==> src/rtl/pwmv_pkg.sv <==
// ----------------------------------------------------------------------------
// pwmv_pkg
// shared types, constants and helpers of the per-track window majority vote
// ----------------------------------------------------------------------------
package pwmv_pkg;

    localparam int NUM_TRACKS = 256;
    localparam int TRACK_W    = $clog2(NUM_TRACKS);
    localparam int MAX_WINDOW = 16;
    localparam int POS_W      = $clog2(MAX_WINDOW);
    localparam int MAX_LEVELS = 8;
    localparam int LVL_W      = $clog2(MAX_LEVELS);
    localparam int CNT_W      = 5;     // window size, fill count, votes
    localparam int NL_W       = 4;     // level count register
    localparam int RING_AW    = TRACK_W + POS_W;

    // configuration port
    localparam int CFG_IDX_W  = 1;
    localparam int CFG_DATA_W = 5;
    localparam logic [CFG_IDX_W-1:0] REG_WINDOW_SIZE = 1'd0;
    localparam logic [CFG_IDX_W-1:0] REG_NUM_LEVELS  = 1'd1;
    localparam logic [CNT_W-1:0]     WINDOW_RESET    = 5'd8;
    localparam logic [NL_W-1:0]      LEVELS_RESET    = 4'd5;

    // request queue between front and back
    localparam int Q_DEPTH = 2;
    localparam int Q_PTR_W = 1;
    localparam int Q_CNT_W = 2;

    typedef struct packed {
        logic [TRACK_W-1:0] track;
        logic [LVL_W-1:0]   level;
        logic               bad;
    } pwmv_item_t;

    typedef struct packed {
        logic [POS_W-1:0]                   wpos;
        logic [CNT_W-1:0]                   fill;
        logic [MAX_LEVELS-1:0][CNT_W-1:0]   votes;
    } pwmv_rec_t;

    // window size clamped to 1 .. MAX_WINDOW
    function automatic logic [CNT_W-1:0] eff_window(input logic [CNT_W-1:0] ws);
        logic [CNT_W-1:0] r;
        r = ws;
        if (ws == '0)
        begin
            r = CNT_W'(1);
        end
        else if (ws > CNT_W'(MAX_WINDOW))
        begin
            r = CNT_W'(MAX_WINDOW);
        end
        return r;
    endfunction

    // level count clamped to 1 .. MAX_LEVELS
    function automatic logic [NL_W-1:0] eff_levels(input logic [NL_W-1:0] nl);
        logic [NL_W-1:0] r;
        r = nl;
        if (nl == '0)
        begin
            r = NL_W'(1);
        end
        else if (nl > NL_W'(MAX_LEVELS))
        begin
            r = NL_W'(MAX_LEVELS);
        end
        return r;
    endfunction

endpackage

==> src/rtl/pwmv_queue.sv <==
// ----------------------------------------------------------------------------
// pwmv_queue
// short request queue between front and back
// ----------------------------------------------------------------------------
module pwmv_queue
    import pwmv_pkg::*;
(
    input  logic        clk,
    input  logic        rst_n,
    input  logic        push,
    input  pwmv_item_t  push_item,
    output logic        full,
    output logic        q_valid,
    output pwmv_item_t  q_item,
    input  logic        pop
);

    pwmv_item_t           entry_reg [Q_DEPTH];
    logic [Q_PTR_W-1:0]   wr_ptr_reg;
    logic [Q_PTR_W-1:0]   rd_ptr_reg;
    logic [Q_CNT_W-1:0]   count_reg;
    logic [Q_CNT_W-1:0]   count_next;
    logic                 do_pop;

    assign full    = (count_reg == Q_CNT_W'(Q_DEPTH));
    assign q_valid = (count_reg != '0);
    assign q_item  = entry_reg[rd_ptr_reg];
    assign do_pop  = pop && q_valid;

    always_comb
    begin
        count_next = count_reg;
        if (push && !do_pop)
        begin
            count_next = count_reg + Q_CNT_W'(1);
        end
        else if (do_pop && !push)
        begin
            count_next = count_reg - Q_CNT_W'(1);
        end
    end

    always_ff @(posedge clk or negedge rst_n)
    begin
        if (!rst_n)
        begin
            wr_ptr_reg <= '0;
            rd_ptr_reg <= '0;
            count_reg  <= '0;
        end
        else
        begin
            count_reg <= count_next;
            if (push)
            begin
                wr_ptr_reg <= wr_ptr_reg + Q_PTR_W'(1);
            end
            if (do_pop)
            begin
                rd_ptr_reg <= rd_ptr_reg + Q_PTR_W'(1);
            end
        end
    end

    always_ff @(posedge clk)
    begin
        if (push)
        begin
            entry_reg[wr_ptr_reg] <= push_item;
        end
    end

endmodule

==> config.mk <==
export PLATFORM = sky130hd
export DESIGN_NAME = pwmv_queue
export DESIGN_NICKNAME = d
export VERILOG_FILES = /design/src/rtl/pwmv_pkg.sv /design/src/rtl/pwmv_queue.sv
export SDC_FILE = /design/constraint.sdc
export NUM_CORES = 1
export LEC_CHECK = 0
export ABC_AREA = 1
export BUFFER_PORTS_ARGS = -buffer_cell sky130_fd_sc_hd__buf_2
export CORE_AREA = 5 5 53 55
export DETAILED_ROUTE_END_ITERATION = 10
export DIE_AREA = 0 0 58 60
export PLACE_DENSITY = 0.83
export SETUP_SLACK_MARGIN = 0.15
export SKIP_LAST_GASP = 1
export SLEW_MARGIN = 20
export SYNTH_ARGS = -nofsm -noshare
export SYNTH_HDL_FRONTEND = slang
export SYNTH_SLANG_ARGS = --single-unit
==> constraint.sdc <==
create_clock -name clk -period 1.5 [get_ports clk]
set_input_delay 0 -clock clk [delete_from_list [all_inputs] [get_ports clk]]
set_output_delay 0 -clock clk [all_outputs]
set_load 0.1 [all_outputs]
# ---- Yosys cells after proc, flatten, opt, wreduce, memory -nomap -nowiden
# Memories as Yosys holds them, arrays and structs flattened.
# Index checks and enable logic that the tools add are counted.
dict set report word_totals {
  regBits 4
  mem_count 1
  in_bits 16
  word_cells 20
  ram_bits 24
}
# memory depth width rd rd_clocked_by_memory_dff write_ports line_no
set mem_list {}
lappend mem_list {entry_reg 2 12 1 0 1 pwmv_queue.sv:18} ;# pwmv_item_t entry_reg [Q_DEPTH];
dict set report classes {
  mux 4
  eq_ne 1
  n_reduce_logical 7
  n_addsub 4
}
# operator n
set ops {}
lappend ops {{2-bit 2-to-1 mux} 2}
lappend ops {{2-bit nonzero test} 2}
lappend ops {{1-bit logical AND} 3}
lappend ops {{1-bit adder (second input constant)} 2}
lappend ops {{2-bit by 1-bit adder with 2-bit output (second input constant)} 1}
lappend ops {{2-bit equality test (second input constant)} 1}
lappend ops {{1-bit zero test} 2}
lappend ops {{1-bit 2-to-1 mux} 2}
lappend ops {{2-bit by 1-bit subtractor with 2-bit output (second input constant)} 1}

# ---- Longest topological paths before layout
# Gate-level depths: netlist (run 1).
dict set report depth {
  word_depth 5
  depth_mapped 9
  ltp_nobuf 9
}

# ---- Least setup slack after synthesis (run 1)
# No wires, ideal clock.
dict set report synth_timing {
  path_type {reg2out}
  startpoint {register count_reg[0]}
  endpoint {output full}
  path_stages_with_launch 2
  path_slack_ps -180
  t_arrival_ps 1680
  cell_sequence {dfrtp_1 nor2_1}
}
dict set report synth_between {
  elab_chain_len 1
}
# element line_no
set synth_rtl {}
lappend synth_rtl {{start: declaration} pwmv_queue.sv:21} ;# logic [Q_CNT_W-1:0] count_reg;
lappend synth_rtl {{start signal: assignment} pwmv_queue.sv:53} ;# count_reg <= count_next;
lappend synth_rtl {{2-bit equality test} pwmv_queue.sv:25} ;# assign full = (count_reg == Q_CNT_W'(Q_DEPTH));
lappend synth_rtl {{end: declaration} pwmv_queue.sv:12} ;# output logic full,
# Every way passes these cells.

==> flow_summary.ini, run 1 <==
[status]
status = finished, final reports clean

[clock_tree]
cts_tree = yes
cts-htree-levels = 1
clk_pin_slew_ps = 140
cts_sinks = 28
cts_buffers = 3
clockBufferDepth = 2
clock_latency_ps = 320
root_buffer = clkbuf_4

[detailed_routing]
drt_iter0_drc = 9
dr.pass1.iters = 4
viasPerCell = 4.64
wl_per_cell_um = 13.7
ant_nets = 0
num_vias = 803
drc = 0
routed_wl_um = 2370

[synth]
yosysUniqueCellTypes = 14
yosysWarnings = 0
ys_seq_elements = 28
syn_area_um2 = 1090
synth.avg_cell_area_um2 = 12.2
synth_nets = 107
synth_cells = 90
yosysSeqAreaShare = 0.751

[critical_path]
start_kind = flip-flop
path_cells = clkinv_4, nand2_1, nand2_1, buf_12
required_ps = 1500
path_buf_inv = 2
rr_startpoint = count_reg[0]
criticalPathCategory = flip-flop to output pin
cpMaxStageDelayCell = dfrtp_2
cp_common_cell = nand2_1
r2r_end = count_reg[1]
critPathMaxStageDelay_ps = 470
worstSetupEndpointType = output pin
cp_top_family = flip-flops
ff2ff_path_depth = 8
crit_arrival_ps = 1280
cp_max_fo = 13
r2r_slack_ps = 250

[place]
hpwl_um = 1580
place_area_um2 = 1490
io_buffers = 29
finalWeightedCongestion = 0.644

[min_path]
holdPathEnd = entry_reg[1][1]
min_path_type = input pin to flip-flop
hold_path_startpoint = push_item[1]
min_path_cells = 2

[timing]
hold_viol_final = 0
maxSlewHeadroom = 0.690
grt_setup_unrepaired = yes
setup_viol = 0
finalSetupTns_ps = 0
worst_pin_slew_ps = 465
clock.fmax_mhz = 779
fin_skew_ps = 7.82
fin_crit_sh = 0.856
min_period_ps = 1280
final_max_slew_viol_count = 0

[die]
row_count = 18
die_x_um = 58
io_pins = 30
core_area_um2 = 2340
initial_utilization = 0.467
dieHeight_um = 60
die_area_um2 = 3480

[grt]
grt_pass1_wl_um = 3550
track_usage = 0.136
antenna_found_initial = 0
grt_max_degree = 17
grt_pass1_vias = 847
grt_overflow = 0

[cells_and_area]
nNetsFinal = 161
final_common_cell = nand2_1
fin_area_um2 = 1750
area_growth_pct = 59.7
layout_common_cells = 43 x nand2_1, 24 x edfxtp_1, 17 x dlygate4sd3_1
n_antenna_cell = 0
drive_gt1_frac = 0.322
largest_reg_flops = 24

[run]
maxCapViolCount = 0
layout make-up:
| cell class | instances | area (um^2) |
|---|---|---|
| tap | 30 | 37.5 |
| fill | 155 | 596 |
| clock buffer | 3 | 22.5 |
| inverter | 7 | 31.3 |
| timing repair buffer | 51 | 542 |
| multi-input combinational | 53 | 262 |
| sequential | 28 | 822 |
| clock inverter | 1 | 30.0 |
synthesized netlist by cell type, drive strengths merged:
cell	count	area [um^2]
xor2	1	8.76
xnor2	1	8.76
nand3	2	10.0
buf	2	18.8
edfxtp	24	721
nor2	2	7.51
nand4	1	6.26
dfrtp	4	100
ha	1	12.5
inv	7	26.3
nand2	45	174
per-stage QoR:
stage	hold slack [ps]	utilization	setup slack (ps)	cells
finish	388	0.746	216	173
global route	387	0.746	138	173
floorplan	-296	-	181	90
detailed placement	-182	0.636	230	150
global placement	-191	0.636	317	150
CTS	393	0.732	173	171
timing repair:
action                                  CTS  global route
resized for setup                         1             8
cloned                                    0             1
endpoints found under the setup margin    1            14
hold endpoints to repair                 30             0
hold buffers                             17             0
buffers inserted                          0             1
pin swaps                                 0             0
how the worst max path moves through the flow:
stage | from | to | slack, ps | depth (start not counted)
floorplan | wr_ptr_reg | entry_reg[0][0] | 180 | 1
CTS | rd_ptr_reg | q_item[2] | 170 | 4
detailed placement | count_reg[0] | count_reg[1] | 230 | 8
global route | rd_ptr_reg | q_item[5] | 140 | 4
finish | rd_ptr_reg | q_item[2] | 220 | 4
global placement | count_reg[0] | count_reg[1] | 320 | 8
worst reg2reg max path, stage by stage, from the launching register on:
cell and delay, ps:
dfrtp_1 440, inv_2 130, nand2_8 70, nand2_4 70, ha_4 200, inv_1 70, nand3_1 70, nand2_1 60
nand2_1 50
metal layers:
| layer | GRT usage | share of wire |
|---|---|---|
| met1 | 0.140 | 0.36 |
| met5 | 0 | 0 |
| met4 | 0.0298 | 0.015 |
| met2 | 0.279 | 0.55 |
| met3 | 0.0281 | 0.073 |
cells by family after synthesis:
group | Yosys count | share of synthesized area
XOR/XNOR | 2 | 0.0160
adder cells (fa/ha/maj) | 1 | 0.0114
buffers and inverters | 9 | 0.0412
flip-flops | 28 | 0.751
AND/OR/NAND/NOR | 50 | 0.181
Power of run 1 is not shown: default switching activity piles up to over one toggle a cycle in this logic, so the estimate is an artifact.
==> run 2: changes to the inputs <==
Settings changed: PLACE_DENSITY 0.83 to 0.73, SKIP_CTS_REPAIR_TIMING from default to 1.
==> run 2 against run 1 <==
Against the previous run:
- hold slack improved by 18 ps
- highest routed layer unchanged
- utilization is 1.4 points lower
- via count shrank 2.5%
- die area is the same
- non-clock buffer count decreased by 4
- fmax hardly changed
- global-route usage fell by 2.1 points
- clock skew shrank 5.8 ps
- critical path depth unchanged
==> flow_summary.ini, run 2 (synthesis results as in run 1) <==
[status]
status = finished, final reports clean

[grt]
grt_pass1_wl_um = 2960
antenna_found_initial = 0
grt_pass1_vias = 707
track_usage = 0.115
grt_overflow = 0
grt_max_degree = 17

[timing]
hold_viol_final = 0
final_max_slew_viol_count = 0
setup_viol = 0
worst_pin_slew_ps = 460
maxSlewHeadroom = 0.693
finalSetupTns_ps = 0
grt_setup_unrepaired = yes
fin_skew_ps = 2.06
hold_ws_ps = 406
min_period_ps = 1280
clock.fmax_mhz = 779
fin_crit_sh = 0.856

[die]
dieHeight_um = 60
row_count = 18
core_area_um2 = 2340
initial_utilization = 0.467
io_pins = 30
die_area_um2 = 3480
die_x_um = 58

[cells_and_area]
n_antenna_cell = 0
drive_gt1_frac = 0.309
fill_cells = 166
largest_reg_flops = 24
final_common_cell = nand2_1
multi_input_area_um2 = 256
layout_common_cells = 43 x nand2_1, 24 x edfxtp_1, 16 x dlygate4sd3_1
nNetsFinal = 157
final-seq-area_um2 = 822
area_growth_pct = 56.6

[critical_path]
start_kind = flip-flop
r2r_slack_ps = 250
worstSetupEndpointType = output pin
r2r_end = count_reg[1]
crit_end = q_item[7]
rr_startpoint = count_reg[0]
criticalPathCategory = flip-flop to output pin
cp_max_fo = 12
setup.worst_path.start = rd_ptr_reg
required_ps = 1500
ff2ff_path_depth = 8
crit_arrival_ps = 1280

[place]
io_buffers = 29
hpwl_um = 1490
finalWeightedCongestion = 0.669

[detailed_routing]
wl_per_cell_um = 12.1
dr.pass1.iters = 4
viasPerCell = 4.63
drc = 0
num_vias = 783
routed_wl_um = 2050
drt_iter0_drc = 14
ant_nets = 0

[clock_tree]
cts-htree-levels = 1
clk_pin_slew_ps = 140
clockBufferDepth = 2
cts_tree = yes
clock_latency_ps = 300
cts_buffers = 3
cts_sinks = 28
root_buffer = clkbuf_4

[run]
maxCapViolCount = 0

[min_path]
min_path_type = input pin to flip-flop
hold_path_startpoint = push_item[10]
## run 2: cell types whose count changed in the layout (fill, tap and decap cells not counted)
cell           previous run  this run
buf_4                     5         1
buf_6                     1         0
buf_8                     0         1
clkbuf_4                  4         5
clkinv_4                  1         0
dlygate4sd3_1            17        16
inv_6                     0         1
nand2_2                   0         1
nand2_4                   1         0
## run 2: area by class of cell
| type | count | area share |
|---|---|---|
| clock buffer | 3 | 0.0131 |
| clock inverter | 1 | 0.0175 |
| inverter | 7 | 0.0183 |
| multi-input combinational | 53 | 0.150 |
| sequential | 28 | 0.480 |
| tap | 30 | 0.0219 |
| timing repair buffer | 47 | 0.299 |
## run 2: worst min-delay path by stage
stage | endpoint | slack, ps | depth (start not counted)
6_report | entry_reg[1][10] | 410 | 2
5_1_grt | entry_reg[1][10] | 390 | 2
4_1_cts | count_reg[1] | -540 | 1
3_5_place_dp | wr_ptr_reg | -190 | 1
3_3_place_gp | wr_ptr_reg | -190 | 1
2_1_floorplan | count_reg[0] | -300 | 0
## run 2: worst max-delay path, cell delays in order, from the launching register on
cell     delay (ps)
dfrtp_2         480
buf_8           160
nand2_1          60
nand2_1          90
buf_12          180
## run 2: layer usage
| layer | track usage | vias to the layer above | part of all wire |
|---|---|---|---|
| li1 | - | 392 | - |
| met1 | 0.121 | 369 | 0.38 |
| met2 | 0.227 | 20 | 0.55 |
| met3 | 0.0259 | 2 | 0.063 |
| met4 | 0.0298 | 0 | 0.0064 |
| met5 | 0 | - | 0 |
## run 2: stage by stage
step	cells	cell area [um^2]	util	worst slack, ps
detailed placement	149	1480	0.632	258
global placement	149	1480	0.632	315
CTS	153	1530	0.655	126
floorplan	90	1120	-	181
global route	169	1710	0.731	140
finish	169	1710	0.731	216
Power of run 2 is left out for the same reason.
==> run 3: changes to the inputs <==
--- a/config.mk
+++ b/config.mk
@@ -9,5 +9,5 @@
 export BUFFER_PORTS_ARGS = -buffer_cell sky130_fd_sc_hd__buf_2
-export CORE_AREA = 5 5 53 55
+export CORE_AREA = 2 2 50 52
 export DETAILED_ROUTE_END_ITERATION = 10
-export DIE_AREA = 0 0 58 60
+export DIE_AREA = 0 0 52 54
 export PLACE_DENSITY = 0.73
==> constraint.sdc (replaced) <==
create_clock -name clk -period 1.5 [get_ports clk]
set_input_delay 0.15 -clock clk [delete_from_list [all_inputs] [get_ports clk]]
set_output_delay 0.15 -clock clk [all_outputs]
set_load 0.1 [all_outputs]
==> run 3 against run 2 <==
Against the previous run:
- utilization is 4.0 points lower
- die area is 19% lower
- flip-flop and latch count unchanged
- clock skew fell by 1.4 ps
- setup slack got worse by 130 ps
- fmax down 9.0%
==> flow_summary.ini, run 3 (synthesis results as in run 1) <==
[status]
status = finished, final reports clean

[clock_tree]
cts_buffers = 3
root_buffer = clkbuf_4
cts_sinks = 28
clk_pin_slew_ps = 130
cts_tree = yes
cts-htree-levels = 1
clock_latency_ps = 310
clockBufferDepth = 2

[detailed_routing]
drt_iter0_drc = 8
routed_wl_um = 2060
dr.pass1.iters = 3
num_vias = 741
drc = 0
wl_per_cell_um = 13.1
viasPerCell = 4.69
ant_nets = 0

[timing]
clock.fmax_mhz = 709
fin_skew_ps = 0.633
final_max_slew_viol_count = 0
maxSlewHeadroom = 0.675
worst_pin_slew_ps = 487
grt_setup_unrepaired = yes
min_period_ps = 1410
hold_viol_final = 0
fin_crit_sh = 0.940
setup_viol = 0
hold_ws_ps = 12.5

[grt]
use_met1 = 0.181
antenna_found_initial = 0
met2_usage = 0.291
grt_pass1_wl_um = 3250
track_usage = 0.161
met3_usage = 0.0306
grt_max_degree = 16
grt-busiest-layer = met2
grt_pass1_vias = 765
grt_overflow = 0

[critical_path]
path_cells = buf_6, nand2_1, nand2_2, buf_12
start_kind = flip-flop
worstSetupEndpointType = output pin
ff2ff_path_depth = 8
required_ps = 1350
criticalPathCategory = flip-flop to output pin
r2r_end = count_reg[1]
crit_arrival_ps = 1260
critPathMaxStageDelay_ps = 470
rr_startpoint = count_reg[0]
cp_max_fo = 8
cpMaxStageDelayCell = dfrtp_2
cp_top_family = flip-flops
r2r_slack_ps = 240
path_buf_inv = 2

[cells_and_area]
multi_input_area_um2 = 287
n_antenna_cell = 0
area_growth_pct = 46.7
final-seq-area_um2 = 823
largest_reg_flops = 24
fin_cells = 158
utilization = 0.691
nNetsFinal = 146
drive_gt1_frac = 0.461
layout_common_cells = 31 x nand2_1, 24 x edfxtp_1, 15 x buf_2
final_common_cell = nand2_1
fill_cells = 157

[place]
dpl.cell_count = 150
io_buffers = 29
finalWeightedCongestion = 0.723
hpwl_um = 1520

[die]
initial_utilization = 0.471
row_count = 18
die_area_um2 = 2810
core_area_um2 = 2320
dieHeight_um = 54
io_pins = 30
die_x_um = 52

[min_path]
min_path_cells = 1
holdPathEnd = entry_reg[0][10]
hold_path_startpoint = push_item[10]
min_path_type = input pin to flip-flop

[run]
maxCapViolCount = 0
## run 3: cell count changes in the layout (fill, tap and decap cells not counted), moves of 2 or more
cell | before | now
buf_4 | 1 | 5
buf_6 | 0 | 3
clkbuf_4 | 5 | 3
dlygate4sd3_1 | 16 | 1
nand2_1 | 43 | 31
nand2_2 | 1 | 13
## run 3: worst max-delay path by stage
stage	startpoint	endpoint	slack (ps)	cells after the start
detailed placement	count_reg[0]	count_reg[1]	230	8
finish	rd_ptr_reg	q_item[4]	90	4
global route	rd_ptr_reg	q_item[10]	40	4
global placement	rd_ptr_reg	q_item[10]	270	4
floorplan	count_reg[0]	full	120	1
CTS	rd_ptr_reg	q_item[5]	-90	4
## run 3: layout make-up
class | instances | share of cell area
clock buffers | 3 | 0.0140
clock inverters | 1 | 0.00234
multi-input cells | 53 | 0.179
well taps | 30 | 0.0234
repair buffers | 36 | 0.247
inverters | 7 | 0.0211
flip-flops and latches | 28 | 0.513
## run 3: stage by stage
step	worst slack (ps)	cell area (um^2)	TNS [ps]
2_1_floorplan	124	1150	0
3_3_place_gp	267	1520	0
3_5_place_dp	227	1520	0
4_1_cts	-91.1	1540	-963
5_1_grt	38.3	1600	0
6_report	89.5	1600	0
## run 3: metal layers
| layer | share of wire | vias up |
|---|---|---|
| met5 | 0 | - |
| met4 | 0.0063 | 0 |
| met3 | 0.042 | 2 |
| met2 | 0.57 | 16 |
| met1 | 0.38 | 354 |
| li1 | - | 369 |
Power of run 3 is left out for the same reason.
